<file path="src/rtl/spfd_pkg.sv">
// Package for the sensor pulse frame decoder.
// It holds the field widths, status codes, register map and the window compare.
// No dependencies.
package spfd_pkg;

  localparam int unsigned PulseW    = 15;
  localparam int unsigned CfgW      = 8;
  localparam int unsigned FrameW    = 40;
  localparam int unsigned CntW      = 6;
  localparam logic [CntW-1:0] FrameLen = 6'd40;
  localparam int unsigned ResW      = 16;
  localparam int unsigned AddrW     = 5;

  typedef enum logic [2:0] {
    ST_OK           = 3'd0,
    ST_BAD_PREAMBLE = 3'd1,
    ST_BAD_LOW      = 3'd2,
    ST_BAD_HIGH     = 3'd3,
    ST_BAD_CHECKSUM = 3'd4
  } status_e;

  typedef enum logic [2:0] {
    REG_TOLERANCE  = 3'd0,
    REG_PREAMBLE   = 3'd1,
    REG_BIT_LOW    = 3'd2,
    REG_ZERO_HIGH  = 3'd3,
    REG_ONE_HIGH   = 3'd4
  } reg_idx_e;

  typedef struct packed {
    logic [CfgW-1:0] tolerance;
    logic [CfgW-1:0] preamble_width;
    logic [CfgW-1:0] bit_low_width;
    logic [CfgW-1:0] zero_high_width;
    logic [CfgW-1:0] one_high_width;
  } cfg_t;

  typedef struct packed {
    logic              frame_start;
    logic [PulseW-1:0] low_width;
    logic [PulseW-1:0] high_width;
  } pulse_t;

  // True when expect - tol < w < expect + tol, in signed arithmetic.
  function automatic logic in_window(logic [PulseW-1:0] w, logic [CfgW-1:0] expect_w,
                                     logic [CfgW-1:0] tol);
    logic signed [PulseW+1:0] ws;
    logic signed [PulseW+1:0] lo_b;
    logic signed [PulseW+1:0] hi_b;
    ws   = signed'({2'b00, w});
    lo_b = signed'((PulseW+2)'(expect_w)) - signed'((PulseW+2)'(tol));
    hi_b = signed'((PulseW+2)'(expect_w)) + signed'((PulseW+2)'(tol));
    return (ws > lo_b) && (ws < hi_b);
  endfunction

endpackage

</file>
<file path="src/rtl/sensor_pulse_frame_decoder_top.sv">
// Top level of the sensor pulse frame decoder.
// Instantiates spfd_regs, spfd_in_stage and spfd_core; depends on spfd_pkg.
//
//   channel | direction | tdata                                     | tuser
//   s_axis  | in        | [14:0] low_width, [29:15] high_width      | [0] frame_start
//   m_axis  | out       | [15:0] humidity_tenths, [31:16] temp_tenths | [2:0] status
//   apb     | in/out    | registers at byte address 4*i, 8 bits each  | -
//
// One pulse pair is accepted every cycle while the result output is not stalled; a pair that ends
// a frame or fails a check yields a result through the input register, the checks and the result register.
// Reset is asynchronous and active low and restores the default timing registers.
// A stalled result holds the pipe, while one further pair may wait in the input register.
module sensor_pulse_frame_decoder_top
  import spfd_pkg::*;
#(
  parameter int unsigned WIDTH_BITS = 15
) (
  input  logic             clk_i,
  input  logic             rst_ni,
  input  logic             s_axis_tvalid_i,
  output logic             s_axis_tready_o,
  input  logic [31:0]      s_axis_tdata_i,  // [14:0] low_width, [29:15] high_width
  input  logic             s_axis_tuser_i,  // [0] frame_start
  output logic             m_axis_tvalid_o,
  input  logic             m_axis_tready_i,
  output logic [31:0]      m_axis_tdata_o,  // [15:0] humidity_tenths, [31:16] temperature_tenths
  output logic [2:0]       m_axis_tuser_o,  // [2:0] status
  input  logic             psel,
  input  logic             penable,
  input  logic             pwrite,
  input  logic [AddrW-1:0] paddr,
  input  logic [31:0]      pwdata,
  output logic [31:0]      prdata,
  output logic             pready
);

  cfg_t            cfg;
  pulse_t          in_item;
  pulse_t          reg_item;
  logic            reg_valid;
  logic            core_ready;
  status_e         status;
  logic [ResW-1:0] hum;
  logic [ResW-1:0] temp;

  assign in_item.frame_start = s_axis_tuser_i;
  assign in_item.low_width   = s_axis_tdata_i[PulseW-1:0];
  assign in_item.high_width  = s_axis_tdata_i[2*PulseW-1:PulseW];

  assign m_axis_tdata_o = {temp, hum};
  assign m_axis_tuser_o = status;

  spfd_regs u_regs (
    .clk_i   (clk_i),
    .rst_ni  (rst_ni),
    .psel    (psel),
    .penable (penable),
    .pwrite  (pwrite),
    .paddr   (paddr),
    .pwdata  (pwdata),
    .prdata  (prdata),
    .pready  (pready),
    .cfg_o   (cfg)
  );

  spfd_in_stage #(
    .WIDTH_BITS (WIDTH_BITS)
  ) u_in_stage (
    .clk_i       (clk_i),
    .rst_ni      (rst_ni),
    .in_valid_i  (s_axis_tvalid_i),
    .in_ready_o  (s_axis_tready_o),
    .in_item_i   (in_item),
    .out_valid_o (reg_valid),
    .out_ready_i (core_ready),
    .out_item_o  (reg_item)
  );

  spfd_core u_core (
    .clk_i        (clk_i),
    .rst_ni       (rst_ni),
    .cfg_i        (cfg),
    .in_valid_i   (reg_valid),
    .in_ready_o   (core_ready),
    .in_item_i    (reg_item),
    .out_valid_o  (m_axis_tvalid_o),
    .out_ready_i  (m_axis_tready_i),
    .out_status_o (status),
    .out_hum_o    (hum),
    .out_temp_o   (temp)
  );

endmodule

</file>
<file path="src/rtl/spfd_regs.sv">
// Configuration register file of the sensor pulse frame decoder.
// Depends on spfd_pkg for the register map and the cfg_t type.
module spfd_regs
  import spfd_pkg::*;
(
  input  logic             clk_i,
  input  logic             rst_ni,
  input  logic             psel,
  input  logic             penable,
  input  logic             pwrite,
  input  logic [AddrW-1:0] paddr,
  input  logic [31:0]      pwdata,
  output logic [31:0]      prdata,
  output logic             pready,
  output cfg_t             cfg_o
);

  cfg_t     cfg_q;
  reg_idx_e idx;
  logic     wr_en;

  assign idx    = reg_idx_e'(paddr[AddrW-1:2]);
  assign wr_en  = psel && penable && pwrite;
  assign pready = 1'b1;
  assign cfg_o  = cfg_q;

  always_ff @(posedge clk_i or negedge rst_ni) begin
    if (!rst_ni) begin
      cfg_q.tolerance       <= 8'd5;
      cfg_q.preamble_width  <= 8'd80;
      cfg_q.bit_low_width   <= 8'd50;
      cfg_q.zero_high_width <= 8'd25;
      cfg_q.one_high_width  <= 8'd70;
    end else if (wr_en) begin
      case (idx)
        REG_TOLERANCE: cfg_q.tolerance       <= pwdata[CfgW-1:0];
        REG_PREAMBLE:  cfg_q.preamble_width  <= pwdata[CfgW-1:0];
        REG_BIT_LOW:   cfg_q.bit_low_width   <= pwdata[CfgW-1:0];
        REG_ZERO_HIGH: cfg_q.zero_high_width <= pwdata[CfgW-1:0];
        REG_ONE_HIGH:  cfg_q.one_high_width  <= pwdata[CfgW-1:0];
        default: ;
      endcase
    end
  end

  always_comb begin
    case (idx)
      REG_TOLERANCE: prdata = 32'(cfg_q.tolerance);
      REG_PREAMBLE:  prdata = 32'(cfg_q.preamble_width);
      REG_BIT_LOW:   prdata = 32'(cfg_q.bit_low_width);
      REG_ZERO_HIGH: prdata = 32'(cfg_q.zero_high_width);
      REG_ONE_HIGH:  prdata = 32'(cfg_q.one_high_width);
      default:       prdata = 32'd0;
    endcase
  end

endmodule

</file>
<file path="src/rtl/spfd_in_stage.sv">
// Input register stage of the sensor pulse frame decoder.
// Depends on spfd_pkg for the pulse_t type.
module spfd_in_stage
  import spfd_pkg::*;
#(
  parameter int unsigned WIDTH_BITS = 15
) (
  input  logic   clk_i,
  input  logic   rst_ni,
  input  logic   in_valid_i,
  output logic   in_ready_o,
  input  pulse_t in_item_i,
  output logic   out_valid_o,
  input  logic   out_ready_i,
  output pulse_t out_item_o
);

  localparam longint unsigned MaskInt = (64'd1 << WIDTH_BITS) - 64'd1;
  localparam logic [PulseW-1:0] WidthMask = MaskInt[PulseW-1:0];

  logic   valid_q;
  pulse_t item_q;

  assign in_ready_o  = !valid_q || out_ready_i;
  assign out_valid_o = valid_q;
  assign out_item_o  = item_q;

  always_ff @(posedge clk_i or negedge rst_ni) begin
    if (!rst_ni) begin
      valid_q <= 1'b0;
    end else if (in_ready_o) begin
      valid_q <= in_valid_i;
    end
  end

  always_ff @(posedge clk_i) begin
    if (in_valid_i && in_ready_o) begin
      item_q.frame_start <= in_item_i.frame_start;
      item_q.low_width   <= in_item_i.low_width & WidthMask;
      item_q.high_width  <= in_item_i.high_width & WidthMask;
    end
  end

endmodule

</file>
<file path="src/rtl/spfd_core.sv">
// Decode stage: frame state, pulse checks, checksum and the result register.
// Depends on spfd_pkg for types, status codes and the window compare.
module spfd_core
  import spfd_pkg::*;
(
  input  logic                   clk_i,
  input  logic                   rst_ni,
  input  cfg_t                   cfg_i,
  input  logic                   in_valid_i,
  output logic                   in_ready_o,
  input  pulse_t                 in_item_i,
  output logic                   out_valid_o,
  input  logic                   out_ready_i,
  output status_e                out_status_o,
  output logic [ResW-1:0]        out_hum_o,
  output logic [ResW-1:0]        out_temp_o
);

  logic              active_q, active_d;
  logic [FrameW-1:0] bits_q, bits_d;
  logic [CntW-1:0]   cnt_q, cnt_d;
  logic              out_valid_q;
  status_e           status_q;
  logic [ResW-1:0]   hum_q, temp_q;

  logic              take;
  logic              res_valid;
  status_e           res_status;
  logic [ResW-1:0]   res_hum, res_temp;
  logic              pre_ok, low_ok, zero_ok, one_ok;
  logic [FrameW-1:0] shifted;
  logic [7:0]        sum;
  logic [ResW-1:0]   raw;

  assign in_ready_o   = !out_valid_q || out_ready_i;
  assign take         = in_valid_i && in_ready_o;
  assign out_valid_o  = out_valid_q;
  assign out_status_o = status_q;
  assign out_hum_o    = hum_q;
  assign out_temp_o   = temp_q;

  assign pre_ok  = in_window(in_item_i.low_width, cfg_i.preamble_width, cfg_i.tolerance) &&
                   in_window(in_item_i.high_width, cfg_i.preamble_width, cfg_i.tolerance);
  assign low_ok  = in_window(in_item_i.low_width, cfg_i.bit_low_width, cfg_i.tolerance);
  assign zero_ok = in_window(in_item_i.high_width, cfg_i.zero_high_width, cfg_i.tolerance);
  assign one_ok  = in_window(in_item_i.high_width, cfg_i.one_high_width, cfg_i.tolerance);
  assign shifted = {bits_q[FrameW-2:0], !zero_ok};
  assign sum     = shifted[39:32] + shifted[31:24] + shifted[23:16] + shifted[15:8];
  assign raw     = shifted[23:8];

  always_comb begin
    active_d   = active_q;
    bits_d     = bits_q;
    cnt_d      = cnt_q;
    res_valid  = 1'b0;
    res_status = ST_OK;
    res_hum    = '0;
    res_temp   = '0;
    if (in_item_i.frame_start) begin
      bits_d   = '0;
      cnt_d    = '0;
      active_d = pre_ok;
      if (!pre_ok) begin
        res_valid  = 1'b1;
        res_status = ST_BAD_PREAMBLE;
      end
    end else if (active_q) begin
      if (!low_ok) begin
        active_d   = 1'b0;
        res_valid  = 1'b1;
        res_status = ST_BAD_LOW;
      end else if (!zero_ok && !one_ok) begin
        active_d   = 1'b0;
        res_valid  = 1'b1;
        res_status = ST_BAD_HIGH;
      end else begin
        bits_d = shifted;
        cnt_d  = cnt_q + 6'd1;
        if (cnt_d == FrameLen) begin
          active_d  = 1'b0;
          res_valid = 1'b1;
          if (sum != shifted[7:0]) begin
            res_status = ST_BAD_CHECKSUM;
          end else begin
            res_hum  = shifted[39:24];
            res_temp = raw[15] ? (16'd0 - {1'b0, raw[14:0]}) : raw;
          end
        end
      end
    end
  end

  always_ff @(posedge clk_i or negedge rst_ni) begin
    if (!rst_ni) begin
      active_q    <= 1'b0;
      bits_q      <= '0;
      cnt_q       <= '0;
      out_valid_q <= 1'b0;
    end else begin
      if (take) begin
        active_q    <= active_d;
        bits_q      <= bits_d;
        cnt_q       <= cnt_d;
        out_valid_q <= res_valid;
      end else if (out_ready_i) begin
        out_valid_q <= 1'b0;
      end
    end
  end

  always_ff @(posedge clk_i) begin
    if (take && res_valid) begin
      status_q <= res_status;
      hum_q    <= res_hum;
      temp_q   <= res_temp;
    end
  end

`ifndef ASSERT_OFF
  a_err_zero: assert property (@(posedge clk_i) disable iff (!rst_ni)
    out_valid_q && status_q != ST_OK |-> hum_q == '0 && temp_q == '0)
    else $error("error result carries non-zero values");

  a_cnt_range: assert property (@(posedge clk_i) disable iff (!rst_ni)
    cnt_q <= FrameLen)
    else $error("bit count beyond frame length");

  a_idle_silent: assert property (@(posedge clk_i) disable iff (!rst_ni)
    take && !in_item_i.frame_start && !active_q |=> !out_valid_q)
    else $error("result produced for a data pair while idle");

  a_start_clears: assert property (@(posedge clk_i) disable iff (!rst_ni)
    take && in_item_i.frame_start |=> cnt_q == '0 && bits_q == '0)
    else $error("preamble did not clear the frame");
`endif

endmodule
</file>
<file path="config.mk">
export PLATFORM = sky130hd
export DESIGN_NAME = sensor_pulse_frame_decoder_top
export DESIGN_NICKNAME = d
export VERILOG_FILES = /design/src/rtl/spfd_pkg.sv /design/src/rtl/sensor_pulse_frame_decoder_top.sv /design/src/rtl/spfd_regs.sv /design/src/rtl/spfd_in_stage.sv /design/src/rtl/spfd_core.sv
export SDC_FILE = /design/constraint.sdc
export NUM_CORES = 1
export LEC_CHECK = 0
export ABC_AREA = 1
export BUFFER_PORTS_ARGS = -buffer_cell sky130_fd_sc_hd__buf_2
export CAP_MARGIN = 5
export CELL_PAD_IN_SITES_DETAIL_PLACEMENT = 0
export CELL_PAD_IN_SITES_GLOBAL_PLACEMENT = 1
export CORE_MARGIN = 3
export CORE_UTILIZATION = 46
export DETAILED_ROUTE_END_ITERATION = 16
export GPL_TIMING_DRIVEN = 1
export HOLD_SLACK_MARGIN = 0.12
export PLACE_DENSITY_LB_ADDON = 0.1
export RECOVER_POWER = 100
export REMOVE_ABC_BUFFERS = 1
export SETUP_SLACK_MARGIN = 0.15
export SKIP_LAST_GASP = 1
export SLEW_MARGIN = 20
export SYNTH_ARGS = -nofsm -noshare
export SYNTH_HDL_FRONTEND = slang
export SYNTH_SLANG_ARGS = --single-unit
</file>
<file path="constraint.sdc">
create_clock -name clk_i -period 5.8 [get_ports clk_i]
set_input_delay 1.16 -clock clk_i [delete_from_list [all_inputs] [get_ports clk_i]]
set_output_delay 1.16 -clock clk_i [all_outputs]
set_load 0.02 [all_outputs]
</file>
# Word level (Yosys, flattened, before mapping)
# Cells that the tools add are included.
[classes]
n_addsub = 13
n_lt_le_gt_ge = 10
n_eq_ne = 7
mux = 30
n_bitwise = 4
reduce_logical = 30
[ops]
columns = ["op", "count"]
rows = [
  ["$mux W39", 4],
  ["$gt A16 B17 Y1", 5],
  ["$lt A16 B17 Y1", 5],
  ["$pmux W8 S5", 1],
  ["$add A8 B8 Y9", 4],
  ["$sub A8 B8 Y9", 4],
  ["$add A8 B8 Y8", 3],
  ["$mux W6", 4],
  ["$mux W3", 6],
  ["$sub A1 B15 Y16 const A", 1],
  ["$mux W15", 1],
  ["$mux W1", 14],
  ["$logic_and A1 B1 Y1", 12],
  ["$reduce_and A2 Y1", 5],
  ["$ne A8 B8 Y1", 1],
  ["$reduce_or A7 Y1", 1],
  ["$add A6 B1 Y6 const B", 1],
  ["$eq A3 B2 Y1 const B", 2],
  ["$eq A6 B6 Y1 const B", 1],
  ["$reduce_bool A2 Y1", 3],
  ["$reduce_or A6 Y1", 1],
  ["$logic_not A1 Y1", 4],
  ["$not A1 Y1", 4],
  ["$reduce_and A4 Y1", 1],
  ["5 further kinds", 6],
]
[totals]
ff_bits = 154
in_bits = 77
out_inout_bits = 70
wordCells = 111

# Longest topological paths before layout
# Gate-level depths: netlist of the first run.
[logic_depth]
word_depth = 11
mapped_depth = 29
mapped_depth_nobuf = 27

# By module
# A second synthesis of the first run with hierarchy kept.
[unflattened]
cells_unflattened = 1488
hier_area_um2 = 12777.3
[by_module_without_submodules]
columns = ["module", "n_inst", "cells_each", "area_each_um2", "seq_area_each_um2"]
rows = [
  ["spfd_core", 1, 1166, 9545.4, 2227.1],
  ["spfd_regs", 1, 285, 2255.9, 1017.2],
  ["spfd_in_stage", 1, 37, 975.9, 955.9],
]

# Worst setup path before layout of the first run
# Ideal clock, no wire load.
[synth_timing]
path_kind = "reg2reg"
startpoint = "reg u_regs.cfg_q, in the netlist u_regs.cfg_o[33]"
endpoint = "reg u_core.hum_q[0] (netlist: u_core.out_hum_o[0]), enable pin"
setup_ns = 0.390
t_arrival_ns = 4.026
required_time_ns = 5.410
slack_ns = 1.384
stages_incl_launch_ff = 22
n_path_buf = 0
period_less_slack_ns = 4.416
cell_sequence = "dfrtp_1 inv_1 fa_1 o31ai_1 a21oi_1 o21bai_1 nand2_1 a21oi_1 nor2_1 ha_1 nand2_1 nor2_1 nand4_1 a211oi_1 nor2_1 nand2_1 nand2_2 nand3_1 nand2_1 nand2_1 nand2_1 inv_1"
[synth_between]
elab_chain_cells = 10
elab_cells_between_ends = 33
classes_between = "add/sub: 8; order compare: 10; mux: 5; reduce/logical: 10"
[synth_rtl]
columns = ["element", "line_no", "rtl"]
rows = [
  ["start: declaration", "spfd_regs.sv:18", "cfg_t cfg_q;"],
  ["$sub A8 B8 Y9 or $add A8 B8 Y9 (tied branches)", "spfd_pkg.sv:51, spfd_pkg.sv:52", ""],
  ["$gt A16 B17 Y1 or $lt A16 B17 Y1 (tied branches)", "spfd_pkg.sv:53", "return (ws > lo_b) && (ws < hi_b);"],
  ["$logic_and A1 B1 Y1", "spfd_pkg.sv:53", ""],
  ["$logic_not A1 Y1", "spfd_core.sv:72", "end else if (!zero_ok && !one_ok) begin"],
  ["$logic_and A1 B1 Y1", "spfd_core.sv:72", ""],
  ["$mux W1", "spfd_core.sv:72", ""],
  ["$mux W1", "spfd_core.sv:68", "if (!low_ok) begin"],
  ["$mux W1", "spfd_core.sv:67", "end else if (active_q) begin"],
  ["$mux W1 *", "spfd_core.sv:59", "if (in_item_i.frame_start) begin"],
  ["$logic_and A1 B1 Y1 *", "spfd_core.sv:112", "if (take && res_valid) begin"],
  ["end signal: assignment", "spfd_core.sv:114", "hum_q <= res_hum;"],
  ["end: declaration", "spfd_core.sv:24", "logic [ResW-1:0] hum_q, temp_q;"],
]
# Every way passes the cells marked *; elsewhere a longest branch is shown, timed or not.
# A chain may end at the register's enable or synchronous reset.

# Final worst setup path of the first run
[layout_timing]
startpoint = "reg u_regs.cfg_q, in the netlist u_regs.cfg_o[34]"
endpoint = "reg u_core.temp_q[4] (netlist: u_core.out_temp_o[4]), enable pin"
[layout_between]
elab_chain_cells = 10
elab_cells_between_ends = 33
classes_between = "add/sub: 8; order compare: 10; mux: 5; reduce/logical: 10"
[layout_rtl]
columns = ["element", "line_no", "rtl"]
rows = [
  ["$sub A8 B8 Y9 or $add A8 B8 Y9 (tied branches)", "spfd_pkg.sv:51, spfd_pkg.sv:52", ""],
  ["$gt A16 B17 Y1 or $lt A16 B17 Y1 (tied branches)", "spfd_pkg.sv:53", ""],
  ["$logic_and A1 B1 Y1", "spfd_pkg.sv:53", ""],
  ["$logic_not A1 Y1", "spfd_core.sv:72", ""],
  ["$logic_and A1 B1 Y1", "spfd_core.sv:72", ""],
  ["$mux W1", "spfd_core.sv:72", ""],
  ["$mux W1", "spfd_core.sv:68", ""],
  ["$mux W1", "spfd_core.sv:67", ""],
  ["$mux W1 *", "spfd_core.sv:59", ""],
  ["$logic_and A1 B1 Y1 *", "spfd_core.sv:112", ""],
  ["end signal: assignment", "spfd_core.sv:115", "temp_q <= res_temp;"],
  ["end: declaration", "spfd_core.sv:24", ""],
]
# Marks and branches as above.

==> run metrics, run 1 <==
Final HPWL DP=between 20000 and 30000 um; Worst Max-Slew Pin Slew=around 1900 ps; net switching power=slightly above 2 mW; share of power burned in registers=0.291; startpoint types=flop; first-pass GRT wire length=around 54000 um; vias in the first global route=between 10000 and 15000; register area share after synthesis=0.326; Worst Clk Skew=between 10 and 15 ps; Fmax=about 200 MHz; top cell type's share of synthesized area=0.189; violated checks=capacitance limit, slew limit; endpoints failing hold=0; Clk pwr share=0.252; Die Area=30000 um^2; number of gates resized after cts=0; fin cells=just under 2000; Worst setup EP type=flop; RSZ-0062 raised after global routing=false; hold-fix buffers at CTS=0; post-layout net count=~1900; Worst-path clk slew=around 70 ps; DRT iter0 DRCs=552; Final Cycle Share=0.866; final WL=about 34000 um; Yosys cell types=between 40 and 50; Sum Neg Setup Slack=0 ps; switching share of total power=0.420; Required @ worst endpoint=5910 ps; die width=about 170 um; via/cell ratio=about 5.2; WL/cell=roughly 17 um; ys flop type=dfrtp_1; most frequent cell after synthesis=nand2_1; Max-Cap Viols=2; largest net degree at the start of global routing=63; Rows=60; CTS Sinks=roughly 150; setup repair bufs after CTS=0; root buf cell=clkbuf_16; I/O pins=~150; highest fanout seen on the critical path=34; Synth area leaders=ha_1 19%, edfxtp_1 15%, dfrtp_1 15%, nand2_1 10%, inv_1 4.7%; Post-Syn Area=around 13000 um^2; CTS Buf Count=17; core area=about 27000 um^2; Pre-antenna DRT Iters=5; crit path DAT=between 5000 and 6000 ps; clock latency on the worst-skew pair=about 440 ps; TritonCTS clock tree=built; combinational power share=0.456; Leakage=6.93 nW; I/O Buffers=93; via count=10236; Synth Instances=roughly 1500; Total GRT Usage=0.227; Cell Int Power=about 2.8 mW; Synth top cells by count=343 x nand2_1, 194 x ha_1, 162 x inv_1, 104 x nor2_1, 93 x a21oi_1; post-route minimum period=5020 ps; status=complete, but fails checks; Synth Register Bits=between 150 and 200; DRC errors left=0; Max Root-Sink Buffers=2; Pwr per Cell Area=roughly 340 nW/um^2; Routed Antenna Nets=0; starting density of the core=0.472; Synth area leader=ha_1; n_diodes=0; grt ovf=0; layout cell share with drive strength beyond 1=0.0687; Die H=~170 um; Hold Path Class=flop to flop; post-placement cell count=a little under 2000; initial antenna violation count=0; final setup fails=0; Area growth syn-to-layout=8.57%; htree depth=4; WS Path Type=flop to flop; peak supply drop=roughly 0.23 mV; number of synthesized flops with an enable pin=between 60 and 70; synth warn=0; Slew Limit Fails=95; Post-synth ARST share=0.571; syn avg cell area=between 8 and 9 um^2; worst relative slew slack=-0.292; RD Place Congestion=around 0.85
==> path summary, 6_finish.rpt <==
kind,start,endpoint,slack [ps],cells past startpoint
setup / recovery,u_regs.cfg_o[34],u_core.out_temp_o[4],780,24
hold / removal,u_core.bits_q[38],u_core.bits_q[38],480,2
setup reg to reg,u_regs.cfg_o[34],u_core.out_temp_o[4],780,24
hold reg to reg,u_core.bits_q[38],u_core.bits_q[38],480,2
max in group asynchronous,rst_ni,u_regs.cfg_o[33],2510,2
min in group asynchronous,rst_ni,u_core.cnt_q[4],1060,1
==> cell type report <==
type,instances,area [um^2]
fill,2689,13300
inverter,164,616
clock inverter,14,183
clock buffer,18,439
sequential,154,4200
timing repair buffer,106,507
multi-input combinational,1159,7560
tap,372,465
==> state kept, by name (all words and copies together) (netlist names) <==
signal                  flops
u_core.active_q             1
u_core.cnt_q                6
u_core.out_status_o         3
u_in_stage.out_item_o      31
u_core.out_hum_o           16
u_core.bits_q              39
u_core.out_temp_o          16
u_regs.cfg_o               40
u_core.out_valid_o          1
u_in_stage.out_valid_o      1
==> worst max-delay path: stages, from the launching register on <==
cell and delay [ps]:
dfstp_1 710, inv_1 230, ha_1 450, inv_1 100
o21bai_1 250, a21oi_1 110, o21bai_1 220, nand2_1 80
nand2_1 60, a21oi_1 70, xor2_1 190, ha_1 330
nand2_1 70, nor3_1 180, nor3b_1 220, nand4_1 110
nand3_1 90, nand2_1 70, nor2_1 380, nand2_1 100
nand2_1 100, nand2_1 70, nand2_1 70, inv_1 60
clkbuf_4 320
==> stage by stage <==
step | util | worst slack, ps | power [mW] | cell area (um^2) | hold WS (ps)
finish | 0.513 | 779 | 4.80 | 14000 | 478
detailed placement | 0.499 | 958 | 3.63 | 13600 | 465
global route | 0.513 | 305 | 5.24 | 14000 | 504
CTS | 0.522 | 931 | 4.85 | 14200 | 483
global placement | 0.499 | 993 | 3.59 | 13600 | 454
floorplan | - | 918 | 3.01 | 12500 | 442
==> layer usage <==
metal / GRT usage / part of all wire / vias to the layer above / wire (um)
met4: 0.0659 / 0.021 / 0 / 722
met3: 0.0361 / 0.027 / 38 / 914
met2: 0.408 / 0.51 / 146 / 17200
met1: 0.282 / 0.44 / 4855 / 14800
met5: 0 / 0 / - / 0
li1: - / - / 5197 / -
==> cell usage in the layout, fill, tap and decap left out, types with 15 or more instances in the layout <==
cell type / instances
edfxtp_1: 66
buf_2: 45
fa_1: 22
nand3_1: 69
a21oi_1: 93
clkbuf_16: 17
nand3b_1: 15
nand4_1: 22
clkbuf_1: 49
ha_1: 194
nor2_1: 104
conb_1: 25
inv_1: 162
o21ai_0: 70
xor2_1: 67
o21bai_1: 19
nand2_1: 344
dfrtp_1: 75
nor3_1: 47
==> power by group through the flow <==
stage / Combinational (mW) / Sequential (mW) / Clock, mW
2_1_floorplan: 1.64 / 1.38 / 0
3_3_place_gp: 2.17 / 1.42 / 0
3_5_place_dp: 2.21 / 1.42 / 0
4_1_cts: 2.22 / 1.40 / 1.23
5_1_grt: 2.56 / 1.41 / 1.27
6_report: 2.19 / 1.40 / 1.21
==> cells by family (layout without fill, tap and decap cells) <==
group	after synthesis	count (layout)	share of synthesized area
flip-flops	154	154	0.326
other	2	25	0.000584
AND/OR/NAND/NOR	622	622	0.221
AO/OA/AOI/OAI	218	218	0.0959
buffers and inverters	228	302	0.0797
adder cells (fa/ha/maj)	216	216	0.223
XOR/XNOR	78	78	0.0531
No activity file was read; power rests on OpenSTA's default activity.
==> run 2: changes to the inputs <==
--- a/config.mk
+++ b/config.mk
@@ -15,9 +15,8 @@
 export DETAILED_ROUTE_END_ITERATION = 16
 export GPL_TIMING_DRIVEN = 1
 export HOLD_SLACK_MARGIN = 0.12
-export PLACE_DENSITY_LB_ADDON = 0.1
+export PLACE_DENSITY_LB_ADDON = 0.15
 export RECOVER_POWER = 100
-export REMOVE_ABC_BUFFERS = 1
 export SETUP_SLACK_MARGIN = 0.15
 export SKIP_LAST_GASP = 1
 export SLEW_MARGIN = 20
==> run metrics, run 2 (synthesis gave the netlist of run 1 again) <==
Hold Path Class=flop to flop; Total GRT Usage=0.223; RD Place Congestion=between 0.9 and 1; most frequent cells in the layout=344 x nand2_1, 194 x ha_1, 162 x inv_1, 105 x nor2_1, 93 x a21oi_1; final setup fails=0; Pre-antenna DRT Iters=5; Pwr per Cell Area=~340 nW/um^2; post-placement cell count=~2000; wire length on met2=approximately 14000 um; Die H=between 150 and 200 um; post-route minimum period=4960 ps; TritonCTS clock tree=built; max reg flops=40; Max-Cap Viols=1; vias in the first global route=9772; crit path DAT=~5300 ps; violated checks=capacitance limit, slew limit; DP Area=roughly 14000 um^2; DRT iter0 DRCs=just over 600; I/O Buffers=between 90 and 100; largest net degree at the start of global routing=between 50 and 60; hold-fix buffers at CTS=0; Max Root-Sink Buffers=2; Area growth syn-to-layout=8.09%; CTS Buf Count=17; Rows=60; via/cell ratio=5.21; top sig layer=met4; WL/cell=between 15 and 20 um; post-layout net count=1895; Worst Clk Skew=roughly 20 ps; status=complete, but fails checks; Final Cycle Share=0.856; Leakage=6.89 nW; initial antenna violation count=0; setup repair bufs after CTS=0; met1 WL=17500 um; Design Area, Final=13900 um^2; grt ovf=0; first-pass GRT wire length=about 53000 um; number of gates resized after cts=0; final worst slack=around 840 ps; root buf cell=clkbuf_16; layout cell share with drive strength beyond 1=0.0681; endpoints failing hold=0; htree depth=4; metal3 WL=about 1500 um; core area=between 20000 and 30000 um^2; peak supply drop=0.190 mV; Power Total=around 4.7 mW; Worst setup EP type=flop; startpoint types=flop; Sum Neg Setup Slack=0 ps; Required @ worst endpoint=slightly above 6000 ps; RSZ-0062 raised after global routing=false; fin cells=between 1500 and 2000; Place WS=1040 ps; I/O pins=147; n_diodes=0; Worst-path clk slew=roughly 70 ps; Worst Max-Slew Pin Slew=approximately 2000 ps; WS Path Type=flop to flop; commonest non-fill, non-tap cell in the layout=nand2_1; DRC errors left=0; Routed Antenna Nets=0; die width=around 170 um; Fmax=201 MHz; final WL=between 30000 and 40000 um; highest fanout seen on the critical path=between 40 and 50; Die Area=30000 um^2; starting density of the core=0.472; worst relative slew slack=-0.358; clock latency on the worst-skew pair=between 400 and 500 ps; Slew Limit Fails=35; CTS Sinks=roughly 150; via count=10345; Final HPWL DP=around 25000 um
-- run 2: cell count changes in the layout (fill, tap and decap cells not counted), sizes merged --
cell | before | now
clkinv | 4 | 3
buf | 54 | 51
inv | 169 | 171
clkbuf | 70 | 74
bufinv | 3 | 1
-- run 2: final timing paths --
path | start | cells past startpoint | slack [ps] | to
hold / removal | u_core.bits_q[38] | 2 | 470 | u_core.bits_q[38]
hold reg to reg | u_core.bits_q[38] | 2 | 470 | u_core.bits_q[38]
max in group asynchronous | rst_ni | 2 | 2170 | u_regs.cfg_o[27]
min in group asynchronous | rst_ni | 1 | 1290 | u_core.bits_q[13]
setup / recovery | u_regs.cfg_o[34] | 27 | 840 | u_core.bits_q[0]
setup reg to reg | u_regs.cfg_o[34] | 27 | 840 | u_core.bits_q[0]
-- run 2: report_power, final --
| group | switching [mW] | internal [mW] |
|---|---|---|
| sequential | 0.147 | 1.25 |
| clock | 0.504 | 0.604 |
| combinational | 1.38 | 0.829 |
| total | 2.03 | 2.68 |
-- run 2: area by class of cell --
type | instances | area (um^2)
fillers | 2660 | 13300
multi-input cells | 1159 | 7570
flip-flops and latches | 154 | 4200
inverters | 164 | 616
repair buffers | 106 | 488
well taps | 372 | 465
clock buffers | 19 | 433
clock inverters | 13 | 134
-- run 2: metrics by stage --
step	hold WS, ps	util
finish	472	0.510
global route	521	0.510
CTS	476	0.519
detailed placement	459	0.498
global placement	453	0.498
floorplan	442	-
-- run 2: metal layers --
metal,vias up,global-route usage
met4,0,0.0385
met2,206,0.331
met1,4928,0.342
li1,5190,-
met3,21,0.0412
met5,-,0
-- run 2: critical path: stages, from the launching register on --
cell	delay [ps]
dfstp_1	740
inv_1	220
ha_1	460
inv_1	100
o31ai_1	380
a21oi_1	160
o21bai_1	250
a21o_1	150
a21oi_1	80
xor2_1	150
ha_1	280
nand2_1	50
inv_1	60
nand3_1	100
nor2_1	130
nand2_1	70
nand2_1	60
nand2_1	40
nand2_1	50
nand2_1	50
nand2_1	50
nand2_1	60
nand2_1	200
nor2_1	130
nor2_4	140
buf_4	450
nand3_1	150
nand2_1	110
